<file path="config.mk">
export PLATFORM = sky130hd
export DESIGN_NAME = window_range_stability_detector
export DESIGN_NICKNAME = d
export VERILOG_FILES = /design/src/rtl/wrsd_pkg.sv /design/src/rtl/wrsd_ctrl.sv /design/src/rtl/wrsd_datapath.sv /design/src/rtl/window_range_stability_detector.sv
export VERILOG_INCLUDE_DIRS = /design/src /design/src/rtl
export SDC_FILE = /design/constraint.sdc
export NUM_CORES = 1
export LEC_CHECK = 0
export BUFFER_PORTS_ARGS = -buffer_cell sky130_fd_sc_hd__clkbuf_2
export CORE_UTILIZATION = 51
export CTS_BUF_LIST = sky130_fd_sc_hd__clkbuf_8
export CTS_CLUSTER_SIZE = 28
export DETAILED_ROUTE_END_ITERATION = 12
export HOLD_SLACK_MARGIN = 0.02
export PLACE_DENSITY = 0.81
export SYNTH_ARGS = -nofsm -noshare
export SYNTH_HDL_FRONTEND = slang
export SYNTH_HIERARCHICAL = 1
export SYNTH_SLANG_ARGS = --single-unit
</file>
<file path="constraint.sdc">
create_clock -name clk_i -period 7.5 [get_ports clk_i]
set_clock_uncertainty 0.15 [all_clocks]
set_input_delay 0.75 -clock clk_i [delete_from_list [all_inputs] [get_ports clk_i]]
set_output_delay 0.75 -clock clk_i [all_outputs]
set_load 0.01 [all_outputs]
</file>
<file path="src/rtl/window_range_stability_detector_macros.svh">
// Assertion macros for the window range stability detector.
`ifndef WINDOW_RANGE_STABILITY_DETECTOR_MACROS_SVH
`define WINDOW_RANGE_STABILITY_DETECTOR_MACROS_SVH

`ifndef SYNTHESIS
// Same-cycle implication, checked on every rising clock edge out of reset.
`define WRSD_ASSERT_SAME(label, clk, rst_n, ante, cons) \
  label: assert property (@(posedge clk) disable iff (!rst_n) (ante) |-> (cons)) \
    else $error("wrsd: same-cycle check failed");
// Next-cycle implication.
`define WRSD_ASSERT_NEXT(label, clk, rst_n, ante, cons) \
  label: assert property (@(posedge clk) disable iff (!rst_n) (ante) |=> (cons)) \
    else $error("wrsd: next-cycle check failed");
`else
`define WRSD_ASSERT_SAME(label, clk, rst_n, ante, cons)
`define WRSD_ASSERT_NEXT(label, clk, rst_n, ante, cons)
`endif

`endif

</file>
<file path="src/rtl/wrsd_pkg.sv">
// Shared constants and controller/datapath command types.
`default_nettype none
package wrsd_pkg;

  localparam int unsigned WINDOW_DEPTH_DEF = 8;
  localparam int unsigned SAMPLE_WIDTH_DEF = 24;

  localparam int unsigned        THRESH_WIDTH = 23;
  localparam logic [THRESH_WIDTH-1:0] THRESH_RESET = THRESH_WIDTH'(50);

  // request kind carried in tuser bit 0
  localparam logic ACT_SAMPLE = 1'b0;
  localparam logic ACT_TARE   = 1'b1;

  // commands from controller to datapath
  typedef struct packed {
    logic accept;    // take the input request this cycle
    logic tare;      // request is a tare
    logic rd_en;     // read one history entry at rd_addr
    logic rd_first;  // that read opens the min/max scan
    logic finish;    // load the result register
  } wrsd_cmd_t;

  // status from datapath to controller
  typedef struct packed {
    logic out_free;  // result register can take a new result
  } wrsd_status_t;

endpackage
`default_nettype wire

</file>
<file path="src/rtl/wrsd_ctrl.sv">
// Controller: sequences accept, history scan and result hand-off.
`default_nettype none
module wrsd_ctrl #(
  parameter int unsigned WINDOW_DEPTH = wrsd_pkg::WINDOW_DEPTH_DEF,
  localparam int unsigned AW = $clog2(WINDOW_DEPTH)
) (
  input  wire logic                  clk_i,
  input  wire logic                  rst_ni,
  input  wire logic                  in_valid_i,
  input  wire logic                  in_tare_i,
  output logic                       in_ready_o,
  input  wire wrsd_pkg::wrsd_status_t status_i,
  output wrsd_pkg::wrsd_cmd_t        cmd_o,
  output logic [AW-1:0]              rd_addr_o
);
  import wrsd_pkg::*;
  `include "window_range_stability_detector_macros.svh"

  typedef enum logic [1:0] {
    S_IDLE,
    S_SCAN,
    S_DRAIN,
    S_DONE
  } state_e;

  state_e        state_q;
  logic [AW-1:0] cnt_q;
  logic          last_addr;

  assign last_addr = (cnt_q == AW'(WINDOW_DEPTH - 1));

  // decode commands from state
  always_comb begin
    cmd_o          = '0;
    in_ready_o     = (state_q == S_IDLE);
    cmd_o.accept   = (state_q == S_IDLE) && in_valid_i;
    cmd_o.tare     = cmd_o.accept && (in_tare_i == ACT_TARE);
    cmd_o.rd_en    = (state_q == S_SCAN);
    cmd_o.rd_first = (state_q == S_SCAN) && (cnt_q == '0);
    cmd_o.finish   = (state_q == S_DONE) && status_i.out_free;
  end

  assign rd_addr_o = cnt_q;

  // advance state and scan counter
  always_ff @(posedge clk_i or negedge rst_ni) begin
    if (!rst_ni) begin
      state_q <= S_IDLE;
      cnt_q   <= '0;
    end else begin
      case (state_q)
        S_IDLE: begin
          cnt_q <= '0;
          if (in_valid_i) begin
            state_q <= (in_tare_i == ACT_TARE) ? S_DONE : S_SCAN;
          end
        end
        S_SCAN: begin
          if (last_addr) begin
            cnt_q   <= '0;
            state_q <= S_DRAIN;
          end else begin
            cnt_q <= cnt_q + AW'(1);
          end
        end
        S_DRAIN: begin
          state_q <= S_DONE;
        end
        S_DONE: begin
          if (status_i.out_free) begin
            state_q <= S_IDLE;
          end
        end
        default: begin
          state_q <= S_IDLE;
        end
      endcase
    end
  end

  `WRSD_ASSERT_SAME(a_rd_in_range, clk_i, rst_ni, cmd_o.rd_en, rd_addr_o <= AW'(WINDOW_DEPTH - 1))
  `WRSD_ASSERT_SAME(a_no_accept_while_busy, clk_i, rst_ni, cmd_o.rd_en || cmd_o.finish, !in_ready_o)
  `WRSD_ASSERT_NEXT(a_scan_then_drain, clk_i, rst_ni, cmd_o.rd_en && last_addr, state_q == S_DRAIN)

endmodule
`default_nettype wire

</file>
<file path="src/rtl/wrsd_datapath.sv">
// Datapath: weight register, history memory, min/max scan and result register.
`default_nettype none
module wrsd_datapath #(
  parameter int unsigned WINDOW_DEPTH = wrsd_pkg::WINDOW_DEPTH_DEF,
  parameter int unsigned SAMPLE_WIDTH = wrsd_pkg::SAMPLE_WIDTH_DEF,
  localparam int unsigned AW = $clog2(WINDOW_DEPTH),
  localparam int unsigned WW = SAMPLE_WIDTH - 1
) (
  input  wire logic                              clk_i,
  input  wire logic                              rst_ni,
  input  wire wrsd_pkg::wrsd_cmd_t               cmd_i,
  input  wire logic [AW-1:0]                     rd_addr_i,
  output wrsd_pkg::wrsd_status_t                 status_o,
  input  wire logic signed [SAMPLE_WIDTH-1:0]    sample_i,
  input  wire logic                              sample_ready_i,
  input  wire logic                              cfg_we_i,
  input  wire logic [wrsd_pkg::THRESH_WIDTH-1:0] cfg_wdata_i,
  output logic                                   out_valid_o,
  input  wire logic                              out_ready_i,
  output logic [WW-1:0]                          out_weight_o,
  output logic                                   out_stable_o,
  output logic [WW-1:0]                          out_last_o
);
  import wrsd_pkg::*;
  `include "window_range_stability_detector_macros.svh"

  localparam int unsigned CW = (WW > THRESH_WIDTH) ? WW : THRESH_WIDTH;

  logic [THRESH_WIDTH-1:0] thresh_q;
  logic [WW-1:0]           cur_q, cur_d;
  logic [WW-1:0]           stable_q;
  logic                    tare_q;
  logic [AW-1:0]           wp_q;
  logic [WINDOW_DEPTH-1:0] valid_q;
  logic [WW-1:0]           mem [WINDOW_DEPTH];
  logic [WW-1:0]           rd_q;
  logic                    rdv_q, rd_en_q, rd_first_q;
  logic [WW-1:0]           entry;
  logic [WW-1:0]           lo_q, hi_q;
  logic [CW-1:0]           range_ext, thresh_ext;
  logic                    st;
  logic                    out_valid_q, out_stable_q;
  logic [WW-1:0]           out_weight_q, out_last_q;

  // clamp negatives to zero, hold weight when the sensor had nothing fresh
  always_comb begin
    if (!sample_ready_i) begin
      cur_d = cur_q;
    end else if (sample_i[SAMPLE_WIDTH-1]) begin
      cur_d = '0;
    end else begin
      cur_d = sample_i[WW-1:0];
    end
  end

  // threshold register
  always_ff @(posedge clk_i or negedge rst_ni) begin
    if (!rst_ni) begin
      thresh_q <= THRESH_RESET;
    end else if (cfg_we_i) begin
      thresh_q <= cfg_wdata_i;
    end
  end

  // weight, last stable weight, write pointer and entry valid bits
  always_ff @(posedge clk_i or negedge rst_ni) begin
    if (!rst_ni) begin
      cur_q    <= '0;
      stable_q <= '0;
      tare_q   <= 1'b0;
      wp_q     <= '0;
      valid_q  <= '0;
    end else begin
      if (cmd_i.accept) begin
        tare_q <= cmd_i.tare;
        if (cmd_i.tare) begin
          cur_q    <= '0;
          stable_q <= '0;
          valid_q  <= '0;
        end else begin
          cur_q         <= cur_d;
          valid_q[wp_q] <= 1'b1;
          wp_q          <= (wp_q == AW'(WINDOW_DEPTH - 1)) ? '0 : wp_q + AW'(1);
        end
      end
      if (cmd_i.finish && st) begin
        stable_q <= cur_q;
      end
    end
  end

  // history memory: write on a sample request, registered read during the scan
  always_ff @(posedge clk_i) begin
    if (cmd_i.accept && !cmd_i.tare) begin
      mem[wp_q] <= cur_d;
    end
    rd_q <= mem[rd_addr_i];
  end

  // read tags; an entry never written since reset or tare reads as zero
  always_ff @(posedge clk_i or negedge rst_ni) begin
    if (!rst_ni) begin
      rdv_q      <= 1'b0;
      rd_en_q    <= 1'b0;
      rd_first_q <= 1'b0;
    end else begin
      rdv_q      <= valid_q[rd_addr_i];
      rd_en_q    <= cmd_i.rd_en;
      rd_first_q <= cmd_i.rd_first;
    end
  end

  assign entry = rdv_q ? rd_q : '0;

  // running min and max over the window, one entry a cycle
  always_ff @(posedge clk_i) begin
    if (rd_en_q) begin
      if (rd_first_q || entry < lo_q) begin
        lo_q <= entry;
      end
      if (rd_first_q || entry > hi_q) begin
        hi_q <= entry;
      end
    end
  end

  // window range against threshold
  assign range_ext  = CW'(hi_q - lo_q);
  assign thresh_ext = CW'(thresh_q);
  assign st         = !tare_q && (range_ext < thresh_ext);

  // result register
  always_ff @(posedge clk_i or negedge rst_ni) begin
    if (!rst_ni) begin
      out_valid_q <= 1'b0;
    end else if (cmd_i.finish) begin
      out_valid_q <= 1'b1;
    end else if (out_ready_i) begin
      out_valid_q <= 1'b0;
    end
  end

  always_ff @(posedge clk_i) begin
    if (cmd_i.finish) begin
      out_weight_q <= cur_q;
      out_stable_q <= st;
      out_last_q   <= st ? cur_q : stable_q;
    end
  end

  assign status_o.out_free = !out_valid_q || out_ready_i;
  assign out_valid_o       = out_valid_q;
  assign out_weight_o      = out_weight_q;
  assign out_stable_o      = out_stable_q;
  assign out_last_o        = out_last_q;

  `WRSD_ASSERT_NEXT(a_tare_clears, clk_i, rst_ni, cmd_i.tare, cur_q == '0 && stable_q == '0 && valid_q == '0)
  `WRSD_ASSERT_SAME(a_finish_has_room, clk_i, rst_ni, cmd_i.finish, !out_valid_q || out_ready_i)
  `WRSD_ASSERT_SAME(a_scan_ordered, clk_i, rst_ni, rd_en_q && !rd_first_q, lo_q <= hi_q)

endmodule
`default_nettype wire

</file>
<file path="src/rtl/window_range_stability_detector.sv">
// Top level: load-cell window range stability detector.
//
//  Port group        Dir  Handshake               Contents
//  s_axis_*          in   tvalid/tready           sample request (tdata, tuser)
//  m_axis_*          out  tvalid/tready           result (tdata, tuser)
//  cfg_*             in   cfg_we_i, no wait       stability threshold, 23 bits
//
//  A sample request writes the history on accept, then scans it through the single
//  read port, waits for the last read and loads the result; a tare request goes
//  straight to loading the result. rst_ni (asynchronous, active low) clears the
//  history valid bits, weights and pointer at once; the threshold returns to 50.
//  A new request is taken while a result waits; the block holds in its last step
//  until m_axis_tready frees it.
`default_nettype none
module window_range_stability_detector #(
  parameter int unsigned WINDOW_DEPTH = wrsd_pkg::WINDOW_DEPTH_DEF,
  parameter int unsigned SAMPLE_WIDTH = wrsd_pkg::SAMPLE_WIDTH_DEF,
  localparam int unsigned WW = SAMPLE_WIDTH - 1,
  localparam int unsigned IN_DW = ((SAMPLE_WIDTH + 7) / 8) * 8,
  localparam int unsigned OUT_DW = ((2 * WW + 7) / 8) * 8
) (
  input  wire logic                              clk_i,
  input  wire logic                              rst_ni,
  input  wire logic                              s_axis_tvalid,
  output logic                                   s_axis_tready,
  input  wire logic [IN_DW-1:0]                  s_axis_tdata,  // sample
  input  wire logic [1:0]                        s_axis_tuser,  // action, sample_ready
  output logic                                   m_axis_tvalid,
  input  wire logic                              m_axis_tready,
  output logic [OUT_DW-1:0]                      m_axis_tdata,  // weight, last_stable
  output logic                                   m_axis_tuser,  // stable
  input  wire logic                              cfg_we_i,
  input  wire logic [wrsd_pkg::THRESH_WIDTH-1:0] cfg_wdata_i
);
  import wrsd_pkg::*;

  localparam int unsigned AW = $clog2(WINDOW_DEPTH);

  wrsd_cmd_t    cmd;
  wrsd_status_t status;
  logic [AW-1:0] rd_addr;
  logic [WW-1:0] out_weight, out_last;
  logic          out_stable;

  wrsd_ctrl #(
    .WINDOW_DEPTH(WINDOW_DEPTH)
  ) u_ctrl (
    .clk_i      (clk_i),
    .rst_ni     (rst_ni),
    .in_valid_i (s_axis_tvalid),
    .in_tare_i  (s_axis_tuser[0]),
    .in_ready_o (s_axis_tready),
    .status_i   (status),
    .cmd_o      (cmd),
    .rd_addr_o  (rd_addr)
  );

  wrsd_datapath #(
    .WINDOW_DEPTH(WINDOW_DEPTH),
    .SAMPLE_WIDTH(SAMPLE_WIDTH)
  ) u_datapath (
    .clk_i          (clk_i),
    .rst_ni         (rst_ni),
    .cmd_i          (cmd),
    .rd_addr_i      (rd_addr),
    .status_o       (status),
    .sample_i       (s_axis_tdata[SAMPLE_WIDTH-1:0]),
    .sample_ready_i (s_axis_tuser[1]),
    .cfg_we_i       (cfg_we_i),
    .cfg_wdata_i    (cfg_wdata_i),
    .out_valid_o    (m_axis_tvalid),
    .out_ready_i    (m_axis_tready),
    .out_weight_o   (out_weight),
    .out_stable_o   (out_stable),
    .out_last_o     (out_last)
  );

  // pack result fields, weight in the low bits
  assign m_axis_tdata = OUT_DW'({out_last, out_weight});
  assign m_axis_tuser = out_stable;

endmodule
`default_nettype wire

</file>
======== Word-level counts from Yosys, hierarchy flattened ========
Memories as Yosys holds them, arrays and structs flattened. A register that Yosys moved wholly into a read port is not among the register bits.
Index checks and enable logic that the tools add are counted.
operators by class
  add/subtract/negate cells ............... 3
  multiplexer cells ....................... 25
  bitwise gates (word level) .............. 2
  $lt $le $gt $ge ......................... 6
  equality and inequality tests ........... 8
  reductions and logical operators ........ 25
operator list
  kind                 count
  $mux 23              8
  $lt 23x23->1         2
  $gt 23x23->1         1
  $sub 23x23->23       1
  $logic_and 1x1->1    8
  $lt 3x4->1 const B   2
  $mux 2               4
  $mux 8               1
  $or 8x8->8           1
  $pmux 2 s4           1
  $reduce_and 2->1     4
  $reduce_bool 2->1    4
  $add 3x1->3 const B  2
  $eq 3x3->1 const B   2
  $mux 1               6
  $mux 3               2
  $pmux 3 s2           1
  $eq 2x2->1 const B   2
  $ne 2x2->1 const B   2
  $bmux 1 s3           1
  $demux 1 s3          1
  $ge 3x1->1 const B   1
  $logic_not 1->1      3
  $logic_not 3->1      1
  6 further kinds      8
storage, ports and cells
  input port bits ......................... 54
  output and inout bits ................... 51
  flip-flop bits (word level) ............. 183
  logic and storage cells ................. 87
  memories ................................ 1
  bits in writable memories ............... 184
memory list
  name            words  bits a word  read ports  clocked after memory_dff  wr ports  line                 RTL
  u_datapath.mem  8      23           1           1                         1         wrsd_datapath.sv:35  logic [WW-1:0] mem [WINDOW_DEPTH];

======== Logic depth before layout (Yosys ltp) ========
  depth in word-level cells ............... 7
  mapped depth ............................ 17
  mapped depth without buffers ............ 16

======== Cells and area by module ========
The synthesis kept the hierarchy.
by module, submodules not included
  module                           cells each  times used  area each (um2)  sequential area each (um2)
  wrsd_datapath                    1167        1           17038.8          10909.2
  wrsd_ctrl                        35          1           349.1            125.1
  window_range_stability_detector  3           1           18.8             0.0

======== Worst setup path after synthesis ========
No wires, ideal clock.
  path kind ............................... register -> register
  start point ............................. register u_ctrl.state_q[0]
  end point ............................... memory u_datapath/mem[0][0] in the netlist's numbering (enable)
  clock period less this slack ............ 4.351 ns
  stages on the path, launching flop included .. 8
  setup time .............................. 0.465 ns
  buffers on the path ..................... 2
  data arrival time ....................... 3.736 ns
  setup slack ............................. 3.149 ns
  required time ........................... 6.885 ns
  cells stage by stage .................... dfrtp_1 > inv_1 > ha_1 > and2_1 > clkbuf_1 > nand2b_1 > clkbuf_1 > nor4_1
RTL lines
  item                      line                 RTL
  start: declaration        wrsd_ctrl.sv:26      state_e state_q;
  start signal: assignment  wrsd_ctrl.sv:55      state_q <= (in_tare_i == ACT_TARE) ? S_DONE : S_SCAN;
  end: declaration          wrsd_datapath.sv:35

======== Final worst setup path ========
  start point ............................. register u_datapath.lo_q[0]
  end point ............................... register u_datapath.out_last_q[22], in the netlist u_datapath/out_last_o[22], data pin
on the way
  word-level cells in the longest chain between the ends .. 4
RTL lines
  item                      line                  RTL
  start: declaration        wrsd_datapath.sv:39   logic [WW-1:0] lo_q, hi_q;
  start signal: assignment  wrsd_datapath.sv:119  lo_q <= entry;
  $sub 23x23->23            wrsd_datapath.sv:128  assign range_ext = CW'(hi_q - lo_q);
  $lt 23x23->1              wrsd_datapath.sv:130  assign st = !tare_q && (range_ext < thresh_ext);
  $logic_and 1x1->1         wrsd_datapath.sv:130
  $mux 23                   wrsd_datapath.sv:147  out_last_q <= st ? cur_q : stable_q;
  end signal: assignment    wrsd_datapath.sv:147
  end: declaration          wrsd_datapath.sv:43   logic [WW-1:0] out_weight_q, out_last_q;
No other way between the ends.
A chain may end at the register's enable or synchronous reset.

==> summary.txt <==
Critical path
  – Worst-path fanout max: 24
  – Reg-to-reg slack, setup: 2.46 ns
  – Critical path arrival: 5.24 ns
  – CP Capture Type: flop
  – Reg-to-Reg End: u_datapath/out_last_o[22]
  – Startpoint types: flop
  – Critical path data required time: just under 8 ns
  – CP Class: reg -> reg
  – R2R cell count: 15
  – FF-to-FF Start: u_datapath/lo_q[0]

Final layout
  – Share of layout cells above drive strength 1: around a fifth
  – # diodes: 0
  – Area Growth Syn to Fin: 12.9%
  – Design area: 19700 um2
  – Layout fillers: 2495
  – Finished Layout Cells: 1839
  – Nets: around 1500
  – Util after Layout: between 50% and 60%

GRT
  – GRT Max-Usage Layer: met2
  – Antenna violations before repair: 0
  – GRT met1 Usage: 27.2%
  – Largest net degree at the start of global routing: 77
  – Met2 track demand over resource: around a third
  – Met3 usage: about 4.5%
  – Number of global-route vias before repair: around 11000
  – Total congestion overflow: 0
  – First-pass GRT wire length: 56000 um
  – GRT Overall Usage: just over 20%

Timing
  – Final min period: 5.04 ns
  – Final setup viols: 0
  – Actual slew at the worst max-slew pin: 1.21 ns
  – F_max: slightly below 0.2 GHz
  – RSZ-0062 raised after global routing: no
  – Slew margin rel.: a little under a fifth
  – Total negative setup slack: 0 ns
  – Fin crit share: 67.2%
  – Final Hold Viols: 0
  – Max-slew violations: 0

Placed design
  – Dpl hpwl: 22700 um
  – GP Congestion: 0.863
  – PortBufs: 102
  – Dpl cells: 1730
  – Cell Area, Placed: around 18000 um2

Floorplan
  – Die Ht: 187 um
  – FP Rows: 67
  – Die area: 34900 um2
  – Io pins: roughly 110
  – Core area: 33500 um2
  – Die W: ~190 um
  – Initial core utilization: 51.9%

Synthesis
  – Unique masters post-synth: 68
  – Post-synth top area share: between 40% and 50%
  – EDFF count, synth: 277
  – Mapped Area: 17400 um2
  – Ys async rst share: 23.1%
  – YS warnings: 6
  – Cell taking the most area after synthesis: edfxtp_1
  – Syn Inst Count: between 1000 and 1500
  – Avg Cell Area, Syn: 14.4 um2
  – Synth top area cells: edfxtp_1 (48%), dfrtp_1 (13%), ha_1 (7.0%)
  – FF+latch count, synth: just under 400
  – Sequential area share after synthesis: between 60 and 70%
  – Ys flop type: edfxtp_1

Routing
  – Per-cell routed wire length: between 15 and 20 um
  – Via/cell ratio: 5.63
  – 1st-iter DRT viols: 675
  – TritonRoute pass-1 iters: 6
  – DRC viols: 0
  – WL final: 35000 um
  – Routed vias: roughly 10000
  – Post-route ant nets: 0

Power and ir drop
  – Leakage: approximately 8.0 nW
  – Power, Total: approximately 8.3 mW
  – VDD IR max: roughly 360 uV
  – Power per cell area: 423 nW/um2

CTS
  – CTS Buf Count: 58
  – Clock buffer depth: 3
  – H-tree Lvls: 2
  – Worst-skew pair later-pin latency: slightly above 0.6 ns
  – CTS clk-pin slew, worst paths: 0.07 ns
  – CTS tree: done
  – CTS-repair resized insts: 0
  – Setup Fix Bufs, Post-CTS: 0
  – Root Driver: clkbuf_8
  – CTS Hold Bufs: 1
  – Clock sinks: 390

Min path
  – Hold Path Depth: 3
  – Hold path startpoint: cfg_wdata_i[18]
  – Min-Delay Path Class: in -> reg
  – Hold Path Sink: u_datapath/thresh_ext[18]

Run status
  – Outcome: completed

Run
  – Max_cap viols: 0
## layout by cell type, fill, tap and decap left out, types with 28 or more instances in the layout
cell | synthesis | routed
o21ai_0 | 64 | 64
clkbuf_2 | 0 | 101
ha_1 | 98 | 98
a21o_1 | 36 | 36
dfrtp_1 | 87 | 85
inv_1 | 108 | 133
nor2_1 | 31 | 28
mux2i_1 | 28 | 28
edfxtp_1 | 277 | 277
clkbuf_8 | 0 | 64
mux4_2 | 48 | 48
nand2_1 | 90 | 90
## power by group
| group | leakage (nW) | internal, mW | switching (mW) | total [mW] |
|---|---|---|---|---|
| clock network | 0.687 | 0.924 | 0.789 | 1.71 |
| logic | 3.44 | 1.42 | 1.93 | 3.35 |
| registers | 3.90 | 3.00 | 0.251 | 3.25 |
| total | 8.03 | 5.34 | 2.97 | 8.32 |
## how the worst max path moves through the flow
stage                  startpoint                   endpoint  slack [ns]  cells after the start
3_3_place_gp   u_datapath/lo_q[0]  u_datapath/out_last_o[16]        2.55                     15
4_1_cts        u_datapath/lo_q[0]  u_datapath/out_last_o[22]        2.46                     15
2_1_floorplan   u_ctrl/state_q[0]       u_datapath/mem[0][0]        3.15                      7
3_5_place_dp   u_datapath/lo_q[0]   u_datapath/out_last_o[4]        2.48                     15
6_report       u_datapath/lo_q[0]  u_datapath/out_last_o[22]        2.46                     15
5_1_grt        u_datapath/lo_q[0]  u_datapath/out_last_o[22]        2.17                     15
## stage by stage
stage	hold slack, ns	worst slack, ns
2_1_floorplan	0.293	3.15
3_3_place_gp	0.302	2.55
3_5_place_dp	0.306	2.48
4_1_cts	0.190	2.46
5_1_grt	0.203	2.17
6_report	0.226	2.46
## critical path, stage by stage (launching register included)
cell      delay (ns)
edfxtp_1        0.39
ha_1            0.24
fa_1            0.40
nor2b_1         0.16
o31a_1          0.23
o31ai_1         0.15
a211oi_1        0.50
nor2_1          0.12
xnor2_1         0.15
ha_1            0.31
a21oi_1         0.17
o21a_1          0.13
o211ai_1        0.08
a221o_1         0.51
nor2_4          0.69
mux2_1          0.41
## flip-flops by register name (all words and copies together) (netlist names), 2 cells and up
register	count
u_datapath/cur_q	23
u_datapath/mem	184
u_ctrl/state_q	2
u_datapath/out_last_o	23
u_datapath/out_weight_o	23
u_datapath/hi_q	23
u_datapath/stable_q	23
u_datapath/rd_q	23
u_datapath/wp_q	3
u_datapath/valid_q	8
u_datapath/thresh_ext	23
u_datapath/lo_q	23
u_ctrl/rd_addr_o	3
## cells by family after synthesis
group	count (synthesis)	synth area share (%)
other	1	0.0215
buffers and inverters	153	3.54
DFF	390	63.4
AOI/OAI and AO/OA	212	8.21
xor gates and xnor gates	15	0.755
muxes	125	11.0
adders and majority gates	99	7.16
and+or+nand+nor	210	5.93
## synthesized netlist by cell type, types with 24 or more instances
library cell  count
edfxtp_1        277
mux2_2           26
nand2_1          90
and2_1           24
clkbuf_1         30
nor2_1           31
inv_1           108
a21o_1           36
mux4_2           48
o21ai_0          64
mux2i_1          28
dfrtp_1          87
ha_1             98
a21oi_1          25
## layer usage
layer	part of all wire (%)	vias to the layer above
met5	0	-
met4	2.3	0
met3	7.5	65
met2	47	400
met1	43	5105
li1	-	4784
## area by class of cell
| cell class | instances | area [um2] | share of cell area [%] |
|---|---|---|---|
| flip-flops and latches | 390 | 11000 | 56.1 |
| inverters | 109 | 409 | 2.08 |
| repair buffers | 121 | 658 | 3.35 |
| clock buffers | 64 | 881 | 4.48 |
| multi-input cells | 663 | 5820 | 29.6 |
| clock inverters | 44 | 297 | 1.51 |
| well taps | 448 | 561 | 2.85 |
No activity file was read; power rests on OpenSTA's default activity.
